--- src/hdl/dtas_pkg.sv ---
// shared constants and calendar tables for the date/time adder
package dtas_pkg;

	localparam int NUM_STAGES = 7;

	typedef logic [NUM_STAGES:1] stage_en_t;

	localparam logic [11:0] FIRST_YEAR = 12'd1900;
	localparam logic [11:0] LAST_YEAR  = 12'd2015;

	// reciprocal multipliers, exact over the operand ranges used
	localparam logic [26:0] RECIP_675  = 27'd101806633;  // shift 36, x < 2^26
	localparam int          SHIFT_675  = 36;
	localparam logic [18:0] RECIP_365  = 19'd367720;     // shift 27, x < 2^18
	localparam int          SHIFT_365  = 27;
	localparam logic [17:0] RECIP_3600 = 18'd149131;     // shift 29, x < 2^17
	localparam int          SHIFT_3600 = 29;
	localparam logic [12:0] RECIP_60   = 13'd4370;       // shift 18, x < 2^12
	localparam int          SHIFT_60   = 18;

	// 1 jan 1900 counted from 1 mar 1600, and days in a 400-year era
	localparam logic [17:0] EPOCH_DOE = 18'd109513;
	localparam logic [17:0] ERA_DAYS  = 18'd146097;

	function automatic logic [4:0] month_len(input logic [3:0] mo, input logic leap);
		logic [4:0] n;
		case (mo)
			4'd2: n = leap ? 5'd29 : 5'd28;
			4'd4, 4'd6, 4'd9, 4'd11: n = 5'd30;
			default: n = 5'd31;
		endcase
		return n;
	endfunction

	// days before the first of a month in a common year
	function automatic logic [8:0] cum_days(input logic [3:0] mo);
		logic [8:0] n;
		case (mo)
			4'd2: n = 9'd31;
			4'd3: n = 9'd59;
			4'd4: n = 9'd90;
			4'd5: n = 9'd120;
			4'd6: n = 9'd151;
			4'd7: n = 9'd181;
			4'd8: n = 9'd212;
			4'd9: n = 9'd243;
			4'd10: n = 9'd273;
			4'd11: n = 9'd304;
			4'd12: n = 9'd334;
			default: n = 9'd0;
		endcase
		return n;
	endfunction

	// first day of each month in a year that starts in march
	function automatic logic [8:0] mar_start(input logic [3:0] mp);
		logic [8:0] n;
		case (mp)
			4'd1: n = 9'd31;
			4'd2: n = 9'd61;
			4'd3: n = 9'd92;
			4'd4: n = 9'd122;
			4'd5: n = 9'd153;
			4'd6: n = 9'd184;
			4'd7: n = 9'd214;
			4'd8: n = 9'd245;
			4'd9: n = 9'd275;
			4'd10: n = 9'd306;
			4'd11: n = 9'd337;
			default: n = 9'd0;
		endcase
		return n;
	endfunction

endpackage

--- src/hdl/dtas_front.sv ---
// stage 1: range check, field clamping, start day number and total seconds
module dtas_front (
	input  logic                clk,
	input  dtas_pkg::stage_en_t en,
	input  logic [4:0]          start_day,
	input  logic [3:0]          start_month,
	input  logic [11:0]         start_year,
	input  logic [4:0]          start_hour,
	input  logic [5:0]          start_minute,
	input  logic [5:0]          start_second,
	input  logic [31:0]         seconds_to_add,
	output logic                ok_s1,
	output logic [16:0]         d0_s1,
	output logic [32:0]         total_s1
);
	import dtas_pkg::*;

	logic        yr_ok;
	logic [11:0] yoff;
	logic [6:0]  t;
	logic        leap;
	logic [3:0]  mo;
	logic [4:0]  ml;
	logic [4:0]  dy;
	logic [6:0]  leaps;
	logic [16:0] d0;
	logic [32:0] total;

	always_comb begin
		yr_ok = (start_year >= FIRST_YEAR) && (start_year <= LAST_YEAR);
		yoff  = start_year - FIRST_YEAR;
		t     = yoff[6:0];
		leap  = (t[1:0] == 2'd0) && (t != 7'd0);
		if (start_month == 4'd0) begin
			mo = 4'd1;
		end else if (start_month > 4'd12) begin
			mo = 4'd12;
		end else begin
			mo = start_month;
		end
		ml = month_len(mo, leap);
		dy = (start_day == 5'd0) ? 5'd1 : start_day;
		if (dy > ml) begin
			dy = ml;
		end
		// leap days in 1900..year-1, 1900 itself is common
		leaps = (t == 7'd0) ? 7'd0 : ((t - 7'd1) >> 2);
		d0 = 17'({10'd0, t} * 17'd365) + 17'(leaps) + 17'(cum_days(mo))
			+ 17'(leap && (mo > 4'd2)) + 17'(dy) - 17'd1;
		total = 33'({28'd0, start_hour} * 33'd3600) + 33'({27'd0, start_minute} * 33'd60)
			+ 33'(start_second) + 33'(seconds_to_add);
	end

	always_ff @(posedge clk) begin
		if (en[1]) begin
			ok_s1    <= yr_ok;
			d0_s1    <= d0;
			total_s1 <= total;
		end
	end

endmodule

--- src/hdl/dtas_divday.sv ---
// stages 2-3: split total seconds into whole days and time of day, era split
module dtas_divday (
	input  logic                clk,
	input  dtas_pkg::stage_en_t en,
	input  logic                ok_s1,
	input  logic [16:0]         d0_s1,
	input  logic [32:0]         total_s1,
	output logic                ok_s3,
	output logic [16:0]         tod_s3,
	output logic                era_s3,
	output logic [17:0]         doe_s3
);
	import dtas_pkg::*;

	logic [25:0] x;
	logic [52:0] prod;
	logic        ok_s2;
	logic [16:0] d0_s2;
	logic [16:0] q_s2;
	logic [25:0] x_s2;
	logic [6:0]  lo_s2;
	logic [26:0] rem;
	logic [17:0] g;
	logic        era;

	// 86400 = 675 * 128: shift out the power of two, then reciprocal multiply
	always_comb begin
		x    = total_s1[32:7];
		prod = 53'(x) * 53'(RECIP_675);
	end

	always_ff @(posedge clk) begin
		if (en[2]) begin
			ok_s2 <= ok_s1;
			d0_s2 <= d0_s1;
			q_s2  <= prod[SHIFT_675 +: 17];
			x_s2  <= x;
			lo_s2 <= total_s1[6:0];
		end
	end

	always_comb begin
		rem = {1'b0, x_s2} - 27'(q_s2 * 27'd675);
		g   = 18'(d0_s2) + 18'(q_s2) + EPOCH_DOE;
		era = (g >= ERA_DAYS);
	end

	always_ff @(posedge clk) begin
		if (en[3]) begin
			ok_s3  <= ok_s2;
			tod_s3 <= {rem[9:0], lo_s2};
			era_s3 <= era;
			doe_s3 <= era ? (g - ERA_DAYS) : g;
		end
	end

endmodule

--- src/hdl/dtas_civil.sv ---
// stages 4-7: day of era to year, month and day
module dtas_civil (
	input  logic                clk,
	input  dtas_pkg::stage_en_t en,
	input  logic                ok_s3,
	input  logic                era_s3,
	input  logic [17:0]         doe_s3,
	output logic [4:0]          end_day,
	output logic [3:0]          end_month,
	output logic [11:0]         end_year,
	output logic                valid_res
);
	import dtas_pkg::*;

	logic [15:0] qd;
	logic [34:0] p4;
	logic [2:0]  c36524;
	logic [17:0] yoe_num;
	logic        ok_s4, era_s4, ok_s5, era_s5, ok_s6, era_s6;
	logic [17:0] doe_s4, doe_s5;
	logic [17:0] num_s4;
	logic [36:0] p5;
	logic [8:0]  yoe_s5, yoe_s6;
	logic [1:0]  c100;
	logic [17:0] ybase;
	logic [17:0] doy_full;
	logic [8:0]  doy_s6;
	logic [3:0]  mp;
	logic [3:0]  mo;
	logic [8:0]  dd;
	logic [11:0] yr;

	always_comb begin
		qd = doe_s3[17:2];
		p4 = 35'(qd) * 35'(RECIP_365);
		c36524 = 3'(doe_s3 >= 18'd36524) + 3'(doe_s3 >= 18'd73048)
			+ 3'(doe_s3 >= 18'd109572) + 3'(doe_s3 >= 18'd146096);
		// year of era numerator: drop leap days
		yoe_num = doe_s3 - 18'(p4[SHIFT_365 +: 8]) + 18'(c36524)
			- 18'(doe_s3 == 18'd146096);
	end

	always_ff @(posedge clk) begin
		if (en[4]) begin
			ok_s4  <= ok_s3;
			era_s4 <= era_s3;
			doe_s4 <= doe_s3;
			num_s4 <= yoe_num;
		end
	end

	always_comb begin
		p5 = 37'(num_s4) * 37'(RECIP_365);
	end

	always_ff @(posedge clk) begin
		if (en[5]) begin
			ok_s5  <= ok_s4;
			era_s5 <= era_s4;
			doe_s5 <= doe_s4;
			yoe_s5 <= p5[SHIFT_365 +: 9];
		end
	end

	always_comb begin
		c100 = 2'(yoe_s5 >= 9'd100) + 2'(yoe_s5 >= 9'd200) + 2'(yoe_s5 >= 9'd300);
		ybase = 18'(yoe_s5 * 18'd365) + 18'(yoe_s5 >> 2) - 18'(c100);
		doy_full = doe_s5 - ybase;
	end

	always_ff @(posedge clk) begin
		if (en[6]) begin
			ok_s6  <= ok_s5;
			era_s6 <= era_s5;
			yoe_s6 <= yoe_s5;
			doy_s6 <= doy_full[8:0];
		end
	end

	always_comb begin
		mp = 4'd0;
		for (int k = 1; k < 12; k++) begin
			if (doy_s6 >= mar_start(4'(k))) begin
				mp = 4'(k);
			end
		end
		dd = doy_s6 - mar_start(mp) + 9'd1;
		mo = (mp < 4'd10) ? (mp + 4'd3) : (mp - 4'd9);
		yr = 12'd1600 + 12'(yoe_s6) + (era_s6 ? 12'd400 : 12'd0)
			+ 12'(mo <= 4'd2);
	end

	always_ff @(posedge clk) begin
		if (en[7]) begin
			valid_res <= ok_s6;
			end_day   <= ok_s6 ? dd[4:0] : 5'd0;
			end_month <= ok_s6 ? mo : 4'd0;
			end_year  <= ok_s6 ? yr : 12'd0;
		end
	end

endmodule

--- src/hdl/dtas_clock.sv ---
// stages 4-7: time of day to hour, minute and second
module dtas_clock (
	input  logic                clk,
	input  dtas_pkg::stage_en_t en,
	input  logic                ok_s3,
	input  logic [16:0]         tod_s3,
	output logic [4:0]          end_hour,
	output logic [5:0]          end_minute,
	output logic [5:0]          end_second
);
	import dtas_pkg::*;

	logic [34:0] ph;
	logic        ok_s4, ok_s5, ok_s6;
	logic [16:0] tod_s4;
	logic [4:0]  hour_s4, hour_s5, hour_s6;
	logic [16:0] rem;
	logic [11:0] rem_s5, rem_s6;
	logic [24:0] pm;
	logic [5:0]  min_s6;
	logic [11:0] sec;

	always_comb begin
		ph = 35'(tod_s3) * 35'(RECIP_3600);
	end

	always_ff @(posedge clk) begin
		if (en[4]) begin
			ok_s4   <= ok_s3;
			tod_s4  <= tod_s3;
			hour_s4 <= ph[SHIFT_3600 +: 5];
		end
	end

	always_comb begin
		rem = tod_s4 - 17'(hour_s4 * 17'd3600);
	end

	always_ff @(posedge clk) begin
		if (en[5]) begin
			ok_s5   <= ok_s4;
			hour_s5 <= hour_s4;
			rem_s5  <= rem[11:0];
		end
	end

	always_comb begin
		pm = 25'(rem_s5) * 25'(RECIP_60);
	end

	always_ff @(posedge clk) begin
		if (en[6]) begin
			ok_s6   <= ok_s5;
			hour_s6 <= hour_s5;
			rem_s6  <= rem_s5;
			min_s6  <= pm[SHIFT_60 +: 6];
		end
	end

	always_comb begin
		sec = rem_s6 - 12'(min_s6 * 12'd60);
	end

	always_ff @(posedge clk) begin
		if (en[7]) begin
			end_hour   <= ok_s6 ? hour_s6 : 5'd0;
			end_minute <= ok_s6 ? min_s6 : 6'd0;
			end_second <= ok_s6 ? sec[5:0] : 6'd0;
		end
	end

endmodule

--- src/hdl/date_time_add_seconds.sv ---
// top level of the gregorian date/time plus seconds adder
//
// input channel: in_valid/in_stall carry one word holding a start date, a start
// time and a 32-bit count of seconds; a word is taken on a clock edge with
// in_valid high and in_stall low
// output channel: out_valid/out_stall carry one result word per input word,
// in order; valid_res is low (and all date/time fields zero) when the start
// year lies outside 1900..2015
// throughput: one word per cycle while the output is not stalled; seven pipeline stages, each with a valid bit
// stall: a stalled output holds its word; earlier stages keep advancing into
// empty slots, so in_stall rises only once every stage holds a word
// reset: arst_n clears all stage valid bits at once; data registers are not reset
// arithmetic: division by 86400, 3600, 60 and 365 uses reciprocal multipliers;
// the date is rebuilt from a day count in 400-year eras starting on 1 march
module date_time_add_seconds (
	input  logic        clk,
	input  logic        arst_n,
	input  logic        in_valid,
	output logic        in_stall,
	input  logic [4:0]  start_day,
	input  logic [3:0]  start_month,
	input  logic [11:0] start_year,
	input  logic [4:0]  start_hour,
	input  logic [5:0]  start_minute,
	input  logic [5:0]  start_second,
	input  logic [31:0] seconds_to_add,
	output logic        out_valid,
	input  logic        out_stall,
	output logic [4:0]  end_day,
	output logic [3:0]  end_month,
	output logic [11:0] end_year,
	output logic [4:0]  end_hour,
	output logic [5:0]  end_minute,
	output logic [5:0]  end_second,
	output logic        valid_res
);
	import dtas_pkg::*;

	logic [NUM_STAGES:1] vld_q;
	stage_en_t           en;

	logic        ok_s1;
	logic [16:0] d0_s1;
	logic [32:0] total_s1;
	logic        ok_s3;
	logic [16:0] tod_s3;
	logic        era_s3;
	logic [17:0] doe_s3;

	// a stage loads when it is empty or its contents move on
	always_comb begin
		en[NUM_STAGES] = !vld_q[NUM_STAGES] || !out_stall;
		for (int k = NUM_STAGES - 1; k >= 1; k--) begin
			en[k] = !vld_q[k] || en[k + 1];
		end
	end

	assign in_stall  = !en[1];
	assign out_valid = vld_q[NUM_STAGES];

	always_ff @(posedge clk or negedge arst_n) begin
		if (!arst_n) begin
			vld_q <= '0;
		end else begin
			if (en[1]) begin
				vld_q[1] <= in_valid;
			end
			for (int k = 2; k <= NUM_STAGES; k++) begin
				if (en[k]) begin
					vld_q[k] <= vld_q[k - 1];
				end
			end
		end
	end

	dtas_front u_front (
		.clk            (clk),
		.en             (en),
		.start_day      (start_day),
		.start_month    (start_month),
		.start_year     (start_year),
		.start_hour     (start_hour),
		.start_minute   (start_minute),
		.start_second   (start_second),
		.seconds_to_add (seconds_to_add),
		.ok_s1          (ok_s1),
		.d0_s1          (d0_s1),
		.total_s1       (total_s1)
	);

	dtas_divday u_divday (
		.clk      (clk),
		.en       (en),
		.ok_s1    (ok_s1),
		.d0_s1    (d0_s1),
		.total_s1 (total_s1),
		.ok_s3    (ok_s3),
		.tod_s3   (tod_s3),
		.era_s3   (era_s3),
		.doe_s3   (doe_s3)
	);

	dtas_civil u_civil (
		.clk       (clk),
		.en        (en),
		.ok_s3     (ok_s3),
		.era_s3    (era_s3),
		.doe_s3    (doe_s3),
		.end_day   (end_day),
		.end_month (end_month),
		.end_year  (end_year),
		.valid_res (valid_res)
	);

	dtas_clock u_clock (
		.clk        (clk),
		.en         (en),
		.ok_s3      (ok_s3),
		.tod_s3     (tod_s3),
		.end_hour   (end_hour),
		.end_minute (end_minute),
		.end_second (end_second)
	);

`ifndef ASSERT_OFF
	a_month_range: assert property (@(posedge clk) disable iff (!arst_n)
		out_valid && valid_res |-> end_month >= 4'd1 && end_month <= 4'd12 && end_day != 5'd0)
		else $error("month or day out of range on a valid result");
	a_invalid_zero: assert property (@(posedge clk) disable iff (!arst_n)
		out_valid && !valid_res |-> end_year == 12'd0 && end_day == 5'd0 && end_hour == 5'd0)
		else $error("rejected word carries nonzero fields");
	a_time_range: assert property (@(posedge clk) disable iff (!arst_n)
		out_valid && valid_res |-> end_hour < 5'd24 && end_minute < 6'd60 && end_second < 6'd60)
		else $error("time of day out of range");
	a_full_on_stall: assert property (@(posedge clk) disable iff (!arst_n)
		in_stall |-> out_valid && out_stall && vld_q == '1)
		else $error("input stalled while the pipeline has room");
`endif

endmodule
--- config.mk ---
export PLATFORM = sky130hd
export DESIGN_NAME = date_time_add_seconds
export DESIGN_NICKNAME = d
export VERILOG_FILES = /design/src/hdl/dtas_pkg.sv /design/src/hdl/dtas_front.sv /design/src/hdl/dtas_divday.sv /design/src/hdl/dtas_civil.sv /design/src/hdl/dtas_clock.sv /design/src/hdl/date_time_add_seconds.sv
export SDC_FILE = /design/constraint.sdc
export NUM_CORES = 2
export LEC_CHECK = 0
export BUFFER_PORTS_ARGS = -buffer_cell sky130_fd_sc_hd__buf_2
export CORE_UTILIZATION = 60
export DETAILED_ROUTE_END_ITERATION = 7
export PLACE_DENSITY_LB_ADDON = 0.12
export SYNTH_ARGS = -nofsm -noshare
export SYNTH_HDL_FRONTEND = slang
export SYNTH_SLANG_ARGS = --single-unit
--- constraint.sdc ---
create_clock -name clk -period 9.8 [get_ports clk]
set_input_delay 1.96 -clock clk [delete_from_list [all_inputs] [get_ports clk]]
set_output_delay 1.96 -clock clk [all_outputs]
set_load 0.01 [all_outputs]
==> flow_metrics.env <==
export IMPL_vias=29300
export IMPL_layout_drive_gt1_share_pct=4.973
export IMPL_slowest_stage="edfxtp_1"
export IMPL_synth_area_per_cell_um2=10.80
export IMPL_setup_tns_ns=0
export IMPL_cts_resized=0
export IMPL_num_io_pins=115
export IMPL_grt_overflow_total=0
export IMPL_multiInputGateArea_mm2=0.03326
export IMPL_gp_congestion=0.9181
export IMPL_fin_skew_ns=0.02129
export IMPL_post_cts_buffers=0
export IMPL_critPathBufInv=4
export IMPL_grt_max_degree=54
export IMPL_synthFlopType="edfxtp_1"
export IMPL_maxCapViolations=0
export IMPL_final_util_pct=65.17
export IMPL_layout_min_cycle_time_ns=8.748
export IMPL_grt_util_all_layers_pct=24.95
export IMPL_antenna_found_initial=6
export IMPL_setup_violations_final=0
export IMPL_ys_async_sr_fraction_pct=2.288
export IMPL_slew_headroom_pct=23.23
export IMPL_clkSinkCount=306
export IMPL_maxClockFrequency_mhz=114.3
export IMPL_crit_path_frequent_cell="fa_1"
export IMPL_detailedRoute_firstPassIterationCount=5
export IMPL_critPathTopFamily="adder cells"
export IMPL_synthAdderAreaFrac_pct=54.71
export IMPL_final_nets=6223
export IMPL_dpl_hpwl_mm=78.44
export IMPL_drt_wirelength_per_cell_um=16.71
export IMPL_syn2layout_area_growth_pct=7.029
export IMPL_outcome="finished, final reports clean"
export IMPL_ys_seq_elements=306
export IMPL_clk_latency_ns=0.58
export IMPL_yosysWarningCount=0
export IMPL_tightestPinTransition_ns=1.137
export IMPL_initial_utilization_pct=60.89
export IMPL_core_area_mm2=0.07633
export IMPL_synth_cell_types=85
export IMPL_hold_viol=0
export IMPL_synthXorXnorAreaFrac_pct=3.920
export IMPL_postCtsHoldBufs=0
export IMPL_synth_area_mm2=0.04648
export IMPL_synthCells=4304
export IMPL_synth_most_common_cell="ha_1"
export IMPL_synth_seq_area_share_pct=19.70
export IMPL_vias_per_cell=5.313
export IMPL_die_h_um=280.3
export IMPL_cp_max_fo=11
export IMPL_slowest_delay_ns=0.70
export IMPL_ff_latch_area_mm2=0.009154
export IMPL_maxSlewViolCount=0
export IMPL_rsz0062_at_grt="false"
export IMPL_num_rows=101
export IMPL_drt_wl_total_mm=92.14
export IMPL_synth_top_area_cell="ha_1"
export IMPL_crit_required_ns=10.17
export IMPL_tritoncts="yes"
export IMPL_final_antenna_net_count=0
export IMPL_synth_compound_area_share_pct=6.886
export IMPL_synth_area_leaders="ha_1 31%, fa_1 24%, edfxtp_1 19%"
export IMPL_cts_buffer_depth=3
export IMPL_startpoint_type="flip-flop"
export IMPL_fillers=6170
export IMPL_clockRootBuffer="clkbuf_16"
export IMPL_drt_iter0_markers=1285
export IMPL_synth_top_family_by_area="adder cells"
export IMPL_route_detailed_drc=0
export IMPL_hold_class="flip-flop to flip-flop"
export IMPL_synth_edf_count=299
export IMPL_dieWidth_um=280.3
export IMPL_yosys_area_share_simple_pct=5.804
export IMPL_cp_arrival_ns=9.12
export IMPL_synth_top_area_share_pct=30.53
export IMPL_htreeDepth=2
export IMPL_syn_num_nets=6073
export IMPL_crit_type="flip-flop to flip-flop"
export IMPL_synthMuxAreaShare_pct=0.2261
export IMPL_synth_common_cells="1134 x ha_1, 1064 x inv_1, 561 x fa_1"
export IMPL_end_kind="flip-flop"
export IMPL_grt_pass1_vias=30970
export IMPL_fin_crit_sh_pct=89.27
export IMPL_die_area_mm2=0.07858
export IMPL_grt_pass1_wl_mm=155.9
export IMPL_numCtsBuffers=38
export IMPL_portBuffers=114
export IMPL_clk_pin_slew_ns=0.07
-- final timing paths --
check | startpoint | to | slack (ns) | cells past startpoint
hold / removal | u_front.total_s1[1]$_DFFE_PN_ | u_divday.lo_s2[1]$_DFFE_PP_ | 0.40 | 0
min in group asynchronous | arst_n | vld_q[2]$_DFFE_PN0P_ | 1.24 | 1
max in group asynchronous | arst_n | vld_q[6]$_DFFE_PN0P_ | 8.37 | 1
hold reg to reg | u_front.total_s1[1]$_DFFE_PN_ | u_divday.lo_s2[1]$_DFFE_PP_ | 0.40 | 0
setup / recovery | u_divday.doe_s3[12]$_DFFE_PP_ | u_civil.num_s4[16]$_DFFE_PP_ | 1.05 | 30
setup reg to reg | u_divday.doe_s3[12]$_DFFE_PP_ | u_civil.num_s4[16]$_DFFE_PP_ | 1.05 | 30
-- metrics by stage --
step / worst slack [ns] / cells / cell area [um2] / hold WS [ns]
2_1_floorplan: 1.760 / 4304 / 46480 / 0.4003
3_3_place_gp: 1.206 / 5444 / 48370 / 0.4004
3_5_place_dp: 1.036 / 5444 / 48370 / 0.4045
4_1_cts: 1.010 / 5514 / 49740 / 0.4079
5_1_grt: 0.3886 / 5515 / 49740 / 0.4158
6_report: 1.052 / 5515 / 49740 / 0.4043
-- registers in the layout, summed over array words and instances, names as in the netlist, 6 cells and up --
name	flops
u_civil.doe_s5	9
u_divday.q_s2	17
u_civil.doe_s4	9
u_civil.doy_s6	9
u_clock.tod_s4	12
u_front.total_s1	33
u_civil.yoe_s5	9
u_clock.rem_s5	12
u_divday.d0_s2	17
u_clock.end_minute	6
u_divday.x_s2	10
u_clock.min_s6	6
u_divday.tod_s3	17
u_divday.doe_s3	18
u_divday.lo_s2	7
vld_q	7
u_clock.end_second	6
u_civil.end_year	12
u_clock.rem_s6	6
u_front.d0_s1	17
u_civil.num_s4	18
u_civil.yoe_s6	9
-- cell families after synthesis --
group	count (synthesis)
fa+ha+maj	1696
buf+inv	1082
simple gates	516
compound gates	486
flops	306
xor+xnor	208
mux	10
-- layer usage --
metal	up-vias	part of all wire, %	global-route usage, %
li1	14510	-	-
met1	14290	46	33.76
met2	392	49	43.16
met3	105	3.5	2.881
met4	8	1.7	5.072
met5	-	0.050	0
-- cell type report --
class	count	area share (%)
multi-input combinational	2916	66.87
sequential	306	18.40
clock buffer	43	1.949
timing repair buffer	128	1.358
inverter	1064	8.029
clock inverter	27	0.7999
tap	1030	2.591
antenna	1	0.005031
-- cells in the final DEF, fill, tap and decap left out, drive strengths merged, types with 43 or more instances in the layout --
cell type  netlist  routed
edfxtp         299     299
nand3           51      51
o21ai           81      81
nor3            52      52
clkbuf          15      43
a21oi          154     154
xnor2          161     161
ha            1134    1134
fa             561     561
buf              3     128
nand2           84      84
xor2            47      47
a21o            66      66
inv           1064    1068
nor2           110     110
-- worst reg2reg max path: cells and delay by family, from the launching register on --
family | cells | cell delay [ns]
fa+ha+maj | 11 | 4.71
xor+xnor | 1 | 0.15
compound gates | 11 | 2.45
buf+inv | 4 | 0.21
flops | 1 | 0.70
simple gates | 3 | 0.33
Power is not shown: default switching activity piles up to over one toggle a cycle in this logic, so the estimate is an artifact.
